$ cat config.mk
export PLATFORM = sky130hd
export DESIGN_NAME = reduced_sha256_block_compress
export DESIGN_NICKNAME = d
export VERILOG_FILES = /design/src/rtl/rsha_pkg.sv /design/src/rtl/rsha_front.sv /design/src/rtl/rsha_back.sv /design/src/rtl/rsha_out.sv /design/src/rtl/reduced_sha256_block_compress.sv
export SDC_FILE = /design/constraint.sdc
export NUM_CORES = 2
export LEC_CHECK = 0
export ABC_AREA = 1
export BUFFER_PORTS_ARGS = -buffer_cell sky130_fd_sc_hd__buf_4
export CORE_ASPECT_RATIO = 1.5
export CORE_MARGIN = 2
export CORE_UTILIZATION = 57
export DETAILED_ROUTE_END_ITERATION = 12
export MAX_ROUTING_LAYER = met4
export PLACE_DENSITY = 0.78
export SYNTH_ARGS = -nofsm -noshare
export SYNTH_HDL_FRONTEND = slang
export SYNTH_SLANG_ARGS = --single-unit
export TNS_END_PERCENT = 30
$ cat constraint.sdc
create_clock -name clk -period 16.95 [get_ports clk]
set_clock_uncertainty 0.2 [all_clocks]
set_input_delay 3.39 -clock clk [delete_from_list [all_inputs] [get_ports clk]]
set_output_delay 3.39 -clock clk [all_outputs]
set_load 0.01 [all_outputs]
$ cat src/rtl/rsha_pkg.sv
// ----------------------------------------------------------------------------
// rsha_pkg
// Types, constants and the round function of the reduced SHA-256 compression.
// ----------------------------------------------------------------------------
package rsha_pkg;

	typedef logic [31:0] word_t;

	// Eight working or chaining words, index 0 is variable a.
	typedef word_t [0:7] state_t;

	localparam word_t ROUND_K = 32'h428a2f98;

	localparam state_t INIT_HASH = '{
		32'h6a09e667, 32'hbb67ae85, 32'h3c6ef372, 32'ha54ff53a,
		32'h510e527f, 32'h9b05688c, 32'h1f83d9ab, 32'h5be0cd19
	};

	// One classified input word as it travels from the front to the back.
	typedef struct packed {
		word_t word;
		logic  first;
		logic  restart;
		logic  last;
	} item_t;

	// Updated chaining value handed to the output stage.
	typedef struct packed {
		logic   valid;
		state_t words;
	} digest_load_t;

	function automatic word_t rotr(input word_t x, input int unsigned n);
		rotr = (x >> n) | (x << (32 - n));
	endfunction

	function automatic state_t sha_round(input state_t wv, input word_t w);
		word_t sig0;
		word_t sig1;
		word_t ch;
		word_t maj;
		word_t t1;
		word_t t2;
		state_t r;
		sig1 = rotr(wv[4], 6) ^ rotr(wv[4], 11) ^ rotr(wv[4], 25);
		ch   = (wv[4] & wv[5]) ^ (~wv[4] & wv[6]);
		t1   = wv[7] + sig1 + ch + ROUND_K + w;
		sig0 = rotr(wv[0], 2) ^ rotr(wv[0], 13) ^ rotr(wv[0], 22);
		maj  = (wv[0] & wv[1]) ^ (wv[0] & wv[2]) ^ (wv[1] & wv[2]);
		t2   = sig0 + maj;
		r[7] = wv[6];
		r[6] = wv[5];
		r[5] = wv[4];
		r[4] = wv[3] + t1;
		r[3] = wv[2];
		r[2] = wv[1];
		r[1] = wv[0];
		r[0] = t1 + t2;
		sha_round = r;
	endfunction

endpackage

$ cat src/rtl/rsha_front.sv
// ----------------------------------------------------------------------------
// rsha_front
// Accepts message words, tags each with its place in the block and holds
// them in a short queue for the round engine.
// ----------------------------------------------------------------------------
module rsha_front #(
	parameter int DEPTH = 4
) (
	input  logic                clk,
	input  logic                arst_n,
	input  logic                push,
	output logic                full,
	input  rsha_pkg::word_t     message_word,
	input  logic                restart,
	output logic                q_valid,
	output rsha_pkg::item_t     q_item,
	input  logic                q_take
);

	localparam int PW = (DEPTH > 1) ? $clog2(DEPTH) : 1;
	localparam int CW = $clog2(DEPTH + 1);

	rsha_pkg::item_t     mem_q [DEPTH];
	logic [PW-1:0]       wr_ptr_q;
	logic [PW-1:0]       rd_ptr_q;
	logic [CW-1:0]       count_q;
	logic [3:0]          pos_q;
	logic                do_push;
	logic                do_pop;
	rsha_pkg::item_t     new_item;

	assign full    = (count_q == CW'(DEPTH));
	assign q_valid = (count_q != '0);
	assign q_item  = mem_q[rd_ptr_q];
	assign do_push = push && !full;
	assign do_pop  = q_take && q_valid;

	always_comb begin
		new_item.word    = message_word;
		new_item.first   = (pos_q == 4'd0);
		new_item.restart = restart && (pos_q == 4'd0);
		new_item.last    = (pos_q == 4'd15);
	end

	always_ff @(posedge clk) begin
		if (do_push) begin
			mem_q[wr_ptr_q] <= new_item;
		end
	end

	always_ff @(posedge clk or negedge arst_n) begin
		if (!arst_n) begin
			wr_ptr_q <= '0;
			rd_ptr_q <= '0;
			count_q  <= '0;
			pos_q    <= '0;
		end else begin
			if (do_push) begin
				pos_q    <= pos_q + 4'd1;
				wr_ptr_q <= (wr_ptr_q == PW'(DEPTH - 1)) ? '0 : wr_ptr_q + PW'(1);
			end
			if (do_pop) begin
				rd_ptr_q <= (rd_ptr_q == PW'(DEPTH - 1)) ? '0 : rd_ptr_q + PW'(1);
			end
			if (do_push && !do_pop) begin
				count_q <= count_q + CW'(1);
			end else if (!do_push && do_pop) begin
				count_q <= count_q - CW'(1);
			end
		end
	end

endmodule

$ cat src/rtl/rsha_back.sv
// ----------------------------------------------------------------------------
// rsha_back
// Round engine: one compression round per word, then the chaining value
// update once the sixteenth word has gone through.
// ----------------------------------------------------------------------------
module rsha_back (
	input  logic                  clk,
	input  logic                  arst_n,
	input  logic                  q_valid,
	input  rsha_pkg::item_t       q_item,
	output logic                  q_take,
	input  logic                  out_ready,
	output rsha_pkg::digest_load_t load
);

	rsha_pkg::state_t cv_q;
	rsha_pkg::state_t wv_q;
	logic             fin_q;
	rsha_pkg::state_t base;
	rsha_pkg::state_t cv_sum;

	// The block is finished in a state of its own (fin_q), during which no word is taken.
	assign q_take = q_valid && !fin_q;

	always_comb begin
		if (q_item.first) begin
			base = q_item.restart ? rsha_pkg::INIT_HASH : cv_q;
		end else begin
			base = wv_q;
		end
		for (int k = 0; k < 8; k++) begin
			cv_sum[k] = cv_q[k] + wv_q[k];
		end
		load.valid = fin_q && out_ready;
		load.words = cv_sum;
	end

	always_ff @(posedge clk or negedge arst_n) begin
		if (!arst_n) begin
			cv_q  <= rsha_pkg::INIT_HASH;
			wv_q  <= '0;
			fin_q <= 1'b0;
		end else begin
			if (q_take) begin
				wv_q <= rsha_pkg::sha_round(base, q_item.word);
				if (q_item.restart) begin
					cv_q <= rsha_pkg::INIT_HASH;
				end
				if (q_item.last) begin
					fin_q <= 1'b1;
				end
			end else if (fin_q && out_ready) begin
				cv_q  <= cv_sum;
				fin_q <= 1'b0;
			end
		end
	end

endmodule

$ cat src/rtl/rsha_out.sv
// ----------------------------------------------------------------------------
// rsha_out
// Holds one updated chaining value and hands it out a word at a time.
// ----------------------------------------------------------------------------
module rsha_out (
	input  logic                   clk,
	input  logic                   arst_n,
	input  rsha_pkg::digest_load_t load,
	output logic                   out_ready,
	output logic                   empty,
	input  logic                   pop,
	output rsha_pkg::word_t        digest_word,
	output logic [2:0]             digest_index,
	output logic                   last_word
);

	rsha_pkg::state_t digest_q;
	logic [2:0]       idx_q;
	logic             busy_q;

	assign out_ready    = !busy_q;
	assign empty        = !busy_q;
	assign digest_word  = digest_q[idx_q];
	assign digest_index = idx_q;
	assign last_word    = (idx_q == 3'd7);

	always_ff @(posedge clk) begin
		if (load.valid) begin
			digest_q <= load.words;
		end
	end

	always_ff @(posedge clk or negedge arst_n) begin
		if (!arst_n) begin
			idx_q  <= '0;
			busy_q <= 1'b0;
		end else begin
			if (load.valid) begin
				busy_q <= 1'b1;
				idx_q  <= '0;
			end else if (pop && busy_q) begin
				idx_q <= idx_q + 3'd1;
				if (idx_q == 3'd7) begin
					busy_q <= 1'b0;
				end
			end
		end
	end

endmodule

$ cat src/rtl/reduced_sha256_block_compress.sv
// ----------------------------------------------------------------------------
// reduced_sha256_block_compress
// Sixteen-round SHA-256 style compression with a single round constant and
// no message schedule; emits the eight updated chaining words per block.
// ----------------------------------------------------------------------------
//   Channel   Handshake     Word contents
//   input     push / full   message_word, restart
//   result    empty / pop   digest_word, digest_index, last_word
//
// Each word runs one round in the cycle it leaves the input queue, so words
// flow at one per cycle except while a block is finished: after its sixteenth
// word the engine takes no word until the chaining value add is done.
// The eight digest words are read out from a holding register, one per pop;
// the chaining add waits while that register still holds an unread digest.
// Reset returns the chaining value to the SHA-256 initial hash at once.
module reduced_sha256_block_compress #(
	parameter int QUEUE_DEPTH = 4
) (
	input  logic        clk,
	input  logic        arst_n,
	input  logic        push,
	output logic        full,
	input  logic [31:0] message_word,
	input  logic        restart,
	output logic        empty,
	input  logic        pop,
	output logic [31:0] digest_word,
	output logic [2:0]  digest_index,
	output logic        last_word
);

	logic                   q_valid;
	logic                   q_take;
	rsha_pkg::item_t        q_item;
	logic                   out_ready;
	rsha_pkg::digest_load_t load;

	rsha_front #(
		.DEPTH(QUEUE_DEPTH)
	) u_front (
		.clk         (clk),
		.arst_n      (arst_n),
		.push        (push),
		.full        (full),
		.message_word(message_word),
		.restart     (restart),
		.q_valid     (q_valid),
		.q_item      (q_item),
		.q_take      (q_take)
	);

	rsha_back u_back (
		.clk      (clk),
		.arst_n   (arst_n),
		.q_valid  (q_valid),
		.q_item   (q_item),
		.q_take   (q_take),
		.out_ready(out_ready),
		.load     (load)
	);

	rsha_out u_out (
		.clk         (clk),
		.arst_n      (arst_n),
		.load        (load),
		.out_ready   (out_ready),
		.empty       (empty),
		.pop         (pop),
		.digest_word (digest_word),
		.digest_index(digest_index),
		.last_word   (last_word)
	);

endmodule

* Word level (Yosys, flattened, before mapping)
Memories as Yosys holds them, arrays and structs flattened.
Cells that the tools add are included.
** Word-level totals
- Logic and storage cells :: 122
- RAM bits :: 140
- Output and inout port bits :: 38
- Bits of input ports :: 37
- Memories kept :: 1
- Flip-flop bits (word level) :: 784
** Memories
- u_front.mem_q :: depth 4, width 35, rd ports 1, clocked after Yosys merged registers in 0, write ports 1, RTL line rsha_front.sv:23 : rsha_pkg::item_t mem_q [DEPTH];
** Cells by class
- Reduce and logical (&&, ||, !) cells :: 21
- $add $sub $neg :: 21
- Order comparisons :: 1
- Bitwise operators :: 20
- Equality and inequality tests :: 6
- Multiplexer cells :: 21
** Operators by type and width (count)
- $mux W256 :: 4
- $add A32 B32 Y32 :: 14
- $xor A32 B32 Y32 :: 7
- $and A32 B32 Y32 :: 5
- $bmux W32 S3 :: 1
- $mux W32 :: 2
- $add A32 B31 Y32 const B :: 1
- $not A32 Y32 :: 1
- $or A10 B32 Y32 :: 1
- $or A19 B32 Y32 :: 1
- $or A21 B32 Y32 :: 1
- $or A26 B32 Y32 :: 1
- $or A30 B32 Y32 :: 1
- $or A7 B32 Y32 :: 1
- $mux W3 :: 4
- $logic_and A1 B1 Y1 :: 8
- $mux W1 :: 8
- $reduce_bool A2 Y1 :: 4
- $add A3 B1 Y3 const B :: 2
- $eq A3 B3 Y1 const B :: 2
- $logic_not A1 Y1 :: 5
- $add A2 B1 Y2 const B :: 2
- $add A4 B1 Y4 const B :: 1
- $eq A2 B2 Y1 const B :: 2
- other kinds (9) :: 11

* Longest topological paths before layout
An unclocked memory read counts as a cell.
- Word-level depth :: 11
- Depth in mapped cells :: 48

* Modules after synthesis
A second synthesis with hierarchy kept.
** Second synthesis, totals
- Cells, all modules :: 9082
- Area, all modules :: 67652.4 um^2
** By module, submodules not included
- rsha_back :: sequential area each 13007.5 um^2, cells an instance 7455, area each 50084.3 um^2, times used 1
- rsha_out :: sequential area each 7787.5 um^2, cells an instance 1129, area each 11354.6 um^2, times used 1
- rsha_front :: sequential area each 4479.3 um^2, cells an instance 498, area each 6213.5 um^2, times used 1

* Worst setup path after synthesis
OpenSTA, ideal clock, no wires.
- Path kind :: reg2reg
- Start point :: register u_out.busy_q
- End point :: register u_out.digest_q[0] (netlist bit) (enable)
- Arrival :: 8.138 ns
- Stages on the path, launching flop included :: 4
- Clock period less this slack :: 9.058 ns
- Path slack :: 7.892 ns
- Setup time :: 0.720 ns
- Path buffers :: 2
- Required time :: 16.030 ns
- Cell sequence :: dfrtp_1 -> nor2_1 -> clkbuf_1 -> clkbuf_1
** RTL lines
- from (decl) :: RTL line rsha_out.sv:19 : logic busy_q;
- from (signal assigned) :: RTL line rsha_out.sv:36 : busy_q <= 1'b0;
- from (signal assigned) :: RTL line rsha_out.sv:39 : busy_q <= 1'b1;
- from (signal assigned) :: RTL line rsha_out.sv:44 : busy_q <= 1'b0;
- to (signal assigned) :: RTL line rsha_out.sv:29 : digest_q <= load.words;
- to (decl) :: RTL line rsha_out.sv:17 : rsha_pkg::state_t digest_q;

* Worst setup path in the final report
- Start point :: register u_front.rd_ptr_q[0]
- End point :: register u_back.wv_q[252] (netlist bit)
** On the way
- Word-level cells in the longest chain between the ends :: 11
- Elaborated cells between the ends (all ways) :: 28
** Ends and longest elaborated chain
- from (decl) :: RTL line rsha_front.sv:25 : logic [PW-1:0] rd_ptr_q;
- from (signal assigned) :: RTL line rsha_front.sv:63 : rd_ptr_q <= (rd_ptr_q == PW'(DEPTH - 1)) ? '0 : rd_ptr_q + PW'(1);
- $mem_v2 Z4 W35 *
- $mux W256 :: RTL line rsha_back.sv:27 : base = q_item.restart ? rsha_pkg::INIT_HASH : cv_q;
- $mux W256 :: RTL line rsha_back.sv:26 : if (q_item.first) begin
- $or A26 B32 Y32 / $or A21 B32 Y32 (equally long branches) :: RTL line rsha_pkg.sv:34 : rotr = (x >> n) | (x << (32 - n));
- $xor A32 B32 Y32 (2 in series) :: RTL line rsha_pkg.sv:45 : sig1 = rotr(wv[4], 6) ^ rotr(wv[4], 11) ^ rotr(wv[4], 25);
- $add A32 B32 Y32 (2 in series) :: RTL line rsha_pkg.sv:47 : t1 = wv[7] + sig1 + ch + ROUND_K + w;
- $add A32 B31 Y32 :: RTL line rsha_pkg.sv:47
- $add A32 B32 Y32 :: RTL line rsha_pkg.sv:47
- $add A32 B32 Y32 * :: RTL line rsha_pkg.sv:58 : r[0] = t1 + t2;
- to (signal assigned) :: RTL line rsha_back.sv:45 : wv_q <= rsha_pkg::sha_round(base, q_item.word);
- to (decl) :: RTL line rsha_back.sv:17 : rsha_pkg::state_t wv_q;
Mark *: on every way between the ends. The rest lies on a longest branch, timed or not.
A chain may end at the register's enable or synchronous reset.

==> run_results.csv <==
group,metric,value,unit
status,status,"finished with violations",
status,violations,"max-capacitance violations, max-slew violations",
logic_synthesis,yosysWarnings,0,
clocking,cts_max_level,3,
clocking,tritoncts,"built",
timing,period_needed,10.68,ns
final_layout,final_util,61.8,%
logic_synthesis,synth_edf_count,396,
detailed_routing,drc,0,
detailed_routing,drt_iter0_drc,6691,
setup_path,r2r_cells,38,
placement,detailed_place_hpwl,193,mm
hold_path,hold_path_class,"flop to flop",
placement,place_area,64700,um2
global_route,grt_antenna_before_repair,12,
clocking,cts_root_buf,"clkbuf_16",
timing,rsz0062_at_grt,"false",
global_route,grt_usage,47.5,%
floorplanning,fp.dieH,412,um
logic_synthesis,async_flop_share,57.1,%
logic_synthesis,syn-cell-area,63100,um2
clocking,cts_setup_buffers,0,
logic_synthesis,yosysSeqAreaShare,40.0,%
floorplanning,coreArea,110000,um2
run,cap_violations,3,
detailed_routing,vias,58576,
timing,slew_headroom,-11.4,%
logic_synthesis,synth_area_leaders,"edfxtp_1, dfrtp_1, nand2_1",
timing,tightestPinTransition,1.65,ns
timing,setup_viol,0,
floorplanning,rows,149,
logic_synthesis,syn_avg_cell_area,8.10,um2
final_layout,fin_area,67900,um2
setup_path,cp.arrival,11.07,ns
setup_path,required,17.34,ns
setup_path,crit_path_top_delay_cell,"buf_4",
logic_synthesis,ys_seq_elements,924,
clocking,cts.hold.buffers_added,0,
logic_synthesis,synth_fa_ha_area_share,11.0,%
setup_path,startpoint_type,"flop",
timing,hold_violations,0,
final_layout,drive_above_1_share,7.94,%
final_layout,area_delta_synth_final,7.61,%
clocking,numCtsBuffers,93,
logic_synthesis,yosys.area_share.simple,19.0,%
detailed_routing,ant_nets,0,
logic_synthesis,ys.flop_type,"edfxtp_1",
logic_synthesis,synth.most_common_cell,"nand2_1",
floorplanning,die_w,276,um
final_layout,final_nets,8231,
setup_path,critPathKind,"flop to flop",
global_route,grt_pass1_vias,57484,
timing,drv_slew,10,
logic_synthesis,syn_nets,8305,
placement,dp_cells,9053,
setup_path,endpoint_kind,"flop",
clocking,ctsResizeCount,0,
clocking,cts.sinks,924,
global_route,grt_max_degree,135,
setup_path,cp_max_fo,73,
logic_synthesis,synth_top_cell_area_share,18.8,%
logic_synthesis,synth_top_family_by_area,"simple AND/OR/NAND/NOR gates",
detailed_routing,wl,262,mm
logic_synthesis,synthMuxAreaShare,0.319,%
logic_synthesis,synth_compound_area_share,17.1,%
final_layout,nFillCells,9580,
global_route,grt_pass1_wl,376,mm
logic_synthesis,synthTopCellsByCount,"nand2_1, o21ai_0, inv_1",
detailed_routing,via_per_inst,6.34,
floorplanning,die-area,113000,um2
timing,fmax,93.7,MHz
hold_path,min_path_cells,2,
clocking,clk_pin_slew,0.07,ns
global_route,grt_overflow,0,
clocking,clk_latency,0.75,ns
logic_synthesis,synth_cell_types,73,
placement,globalplace.congestion,1.04,
logic_synthesis,synthCells,7789,
timing,post-route-period-util,63.0,%
timing,finalSetupTns,0,ns
clocking,cts_buffer_depth,3,
logic_synthesis,synth_xor_area_share,5.70,%
final_layout,final_cells,9239,
floorplanning,num_io_pins,75,
setup_path,slowest_delay,0.71,ns
detailed_routing,wire_per_inst,28.4,um
floorplanning,initial_utilization,57.5,%
logic_synthesis,synth_area_leader_cell,"edfxtp_1",
placement,numPortBuffers,74,
detailed_routing,drtPass1Iterations,6,
-- routing by layer --
layer	up-vias	global-route usage, %	routed length (um)
li1	26027	-	-
met1	27960	47.8	84500
met2	3453	76.8	125000
met3	1136	10.9	23700
met4	0	42.4	29100
met5	-	-	0
-- logic make-up (layout without fill, tap and decap cells) --
| kind of cell | Yosys count | count (layout) |
|---|---|---|
| AND/OR/NAND/NOR | 2973 | 2973 |
| AO/OA/AOI/OAI | 1896 | 1896 |
| buffers and inverters | 1073 | 1080 |
| flip-flops | 924 | 924 |
| adder cells (fa/ha/maj) | 496 | 496 |
| XOR/XNOR | 409 | 409 |
| multiplexers | 18 | 18 |
| other | 0 | 9 |
-- cell usage in the layout, fill, tap and decap left out, types with 84 or more instances in the layout --
master	count
clkbuf_16	95
xor2_1	260
inv_1	746
ha_1	379
nand3_1	260
fa_1	100
buf_4	139
nor2_1	678
a31oi_1	84
xnor2_1	147
a21oi_1	456
o21ai_0	890
nand2_1	1834
dfstp_2	136
edfxtp_1	396
dfrtp_1	389
-- stage by stage --
step | worst slack (ns) | hold slack [ns]
detailed placement | 6.42 | 0.270
CTS | 6.37 | 0.280
global route | 5.74 | 0.295
finish | 6.27 | 0.282
floorplan | 7.89 | 0.255
global placement | 6.59 | 0.265
-- registers in the layout (all words and copies together) (netlist names) --
| name | cells |
|---|---|
| u_front.wr_ptr_q | 2 |
| u_out.digest_index | 3 |
| u_front.pos_q | 4 |
| u_back.fin_q | 1 |
| u_front.mem_q | 140 |
| u_out.busy_q | 1 |
| u_back.wv_q | 256 |
| u_front.count_q | 3 |
| u_back.cv_q | 256 |
| u_front.rd_ptr_q | 2 |
| u_out.digest_q | 256 |
-- worst paths after layout --
check                                    start                 end  slack [ns]
max                        u_front.rd_ptr_q[0]    u_back.wv_q[252]        6.27
min                           u_back.cv_q[243]    u_back.cv_q[243]        0.28
max reg2reg                u_front.rd_ptr_q[0]    u_back.wv_q[252]        6.27
min reg2reg                   u_back.cv_q[243]    u_back.cv_q[243]        0.28
max in group asynchronous               arst_n    u_back.cv_q[245]       10.76
min in group asynchronous               arst_n  u_front.count_q[2]        2.45
-- worst max-delay path: cells and delay by family, from the launching register on --
| family | cells | cell delay (ns) |
|---|---|---|
| adders and majority gates | 7 | 2.87 |
| buffers and inverters | 8 | 2.37 |
| AOI/OAI and AO/OA | 10 | 2.15 |
| and+or+nand+nor | 9 | 1.44 |
| xor gates and xnor gates | 4 | 0.82 |
| DFF | 1 | 0.40 |
-- cell type report --
type,count,area (um2),share of cell area [%]
multi-input combinational,5792,33600,49.5
sequential,924,25300,37.2
inverter,761,2890,4.25
clock buffer,116,2550,3.75
tap,1434,1790,2.64
timing repair buffer,143,1120,1.65
clock inverter,60,634,0.934
antenna,9,22.5,0.0332
Power is not shown: default switching activity piles up to over one toggle a cycle in this logic, so the estimate is an artifact.
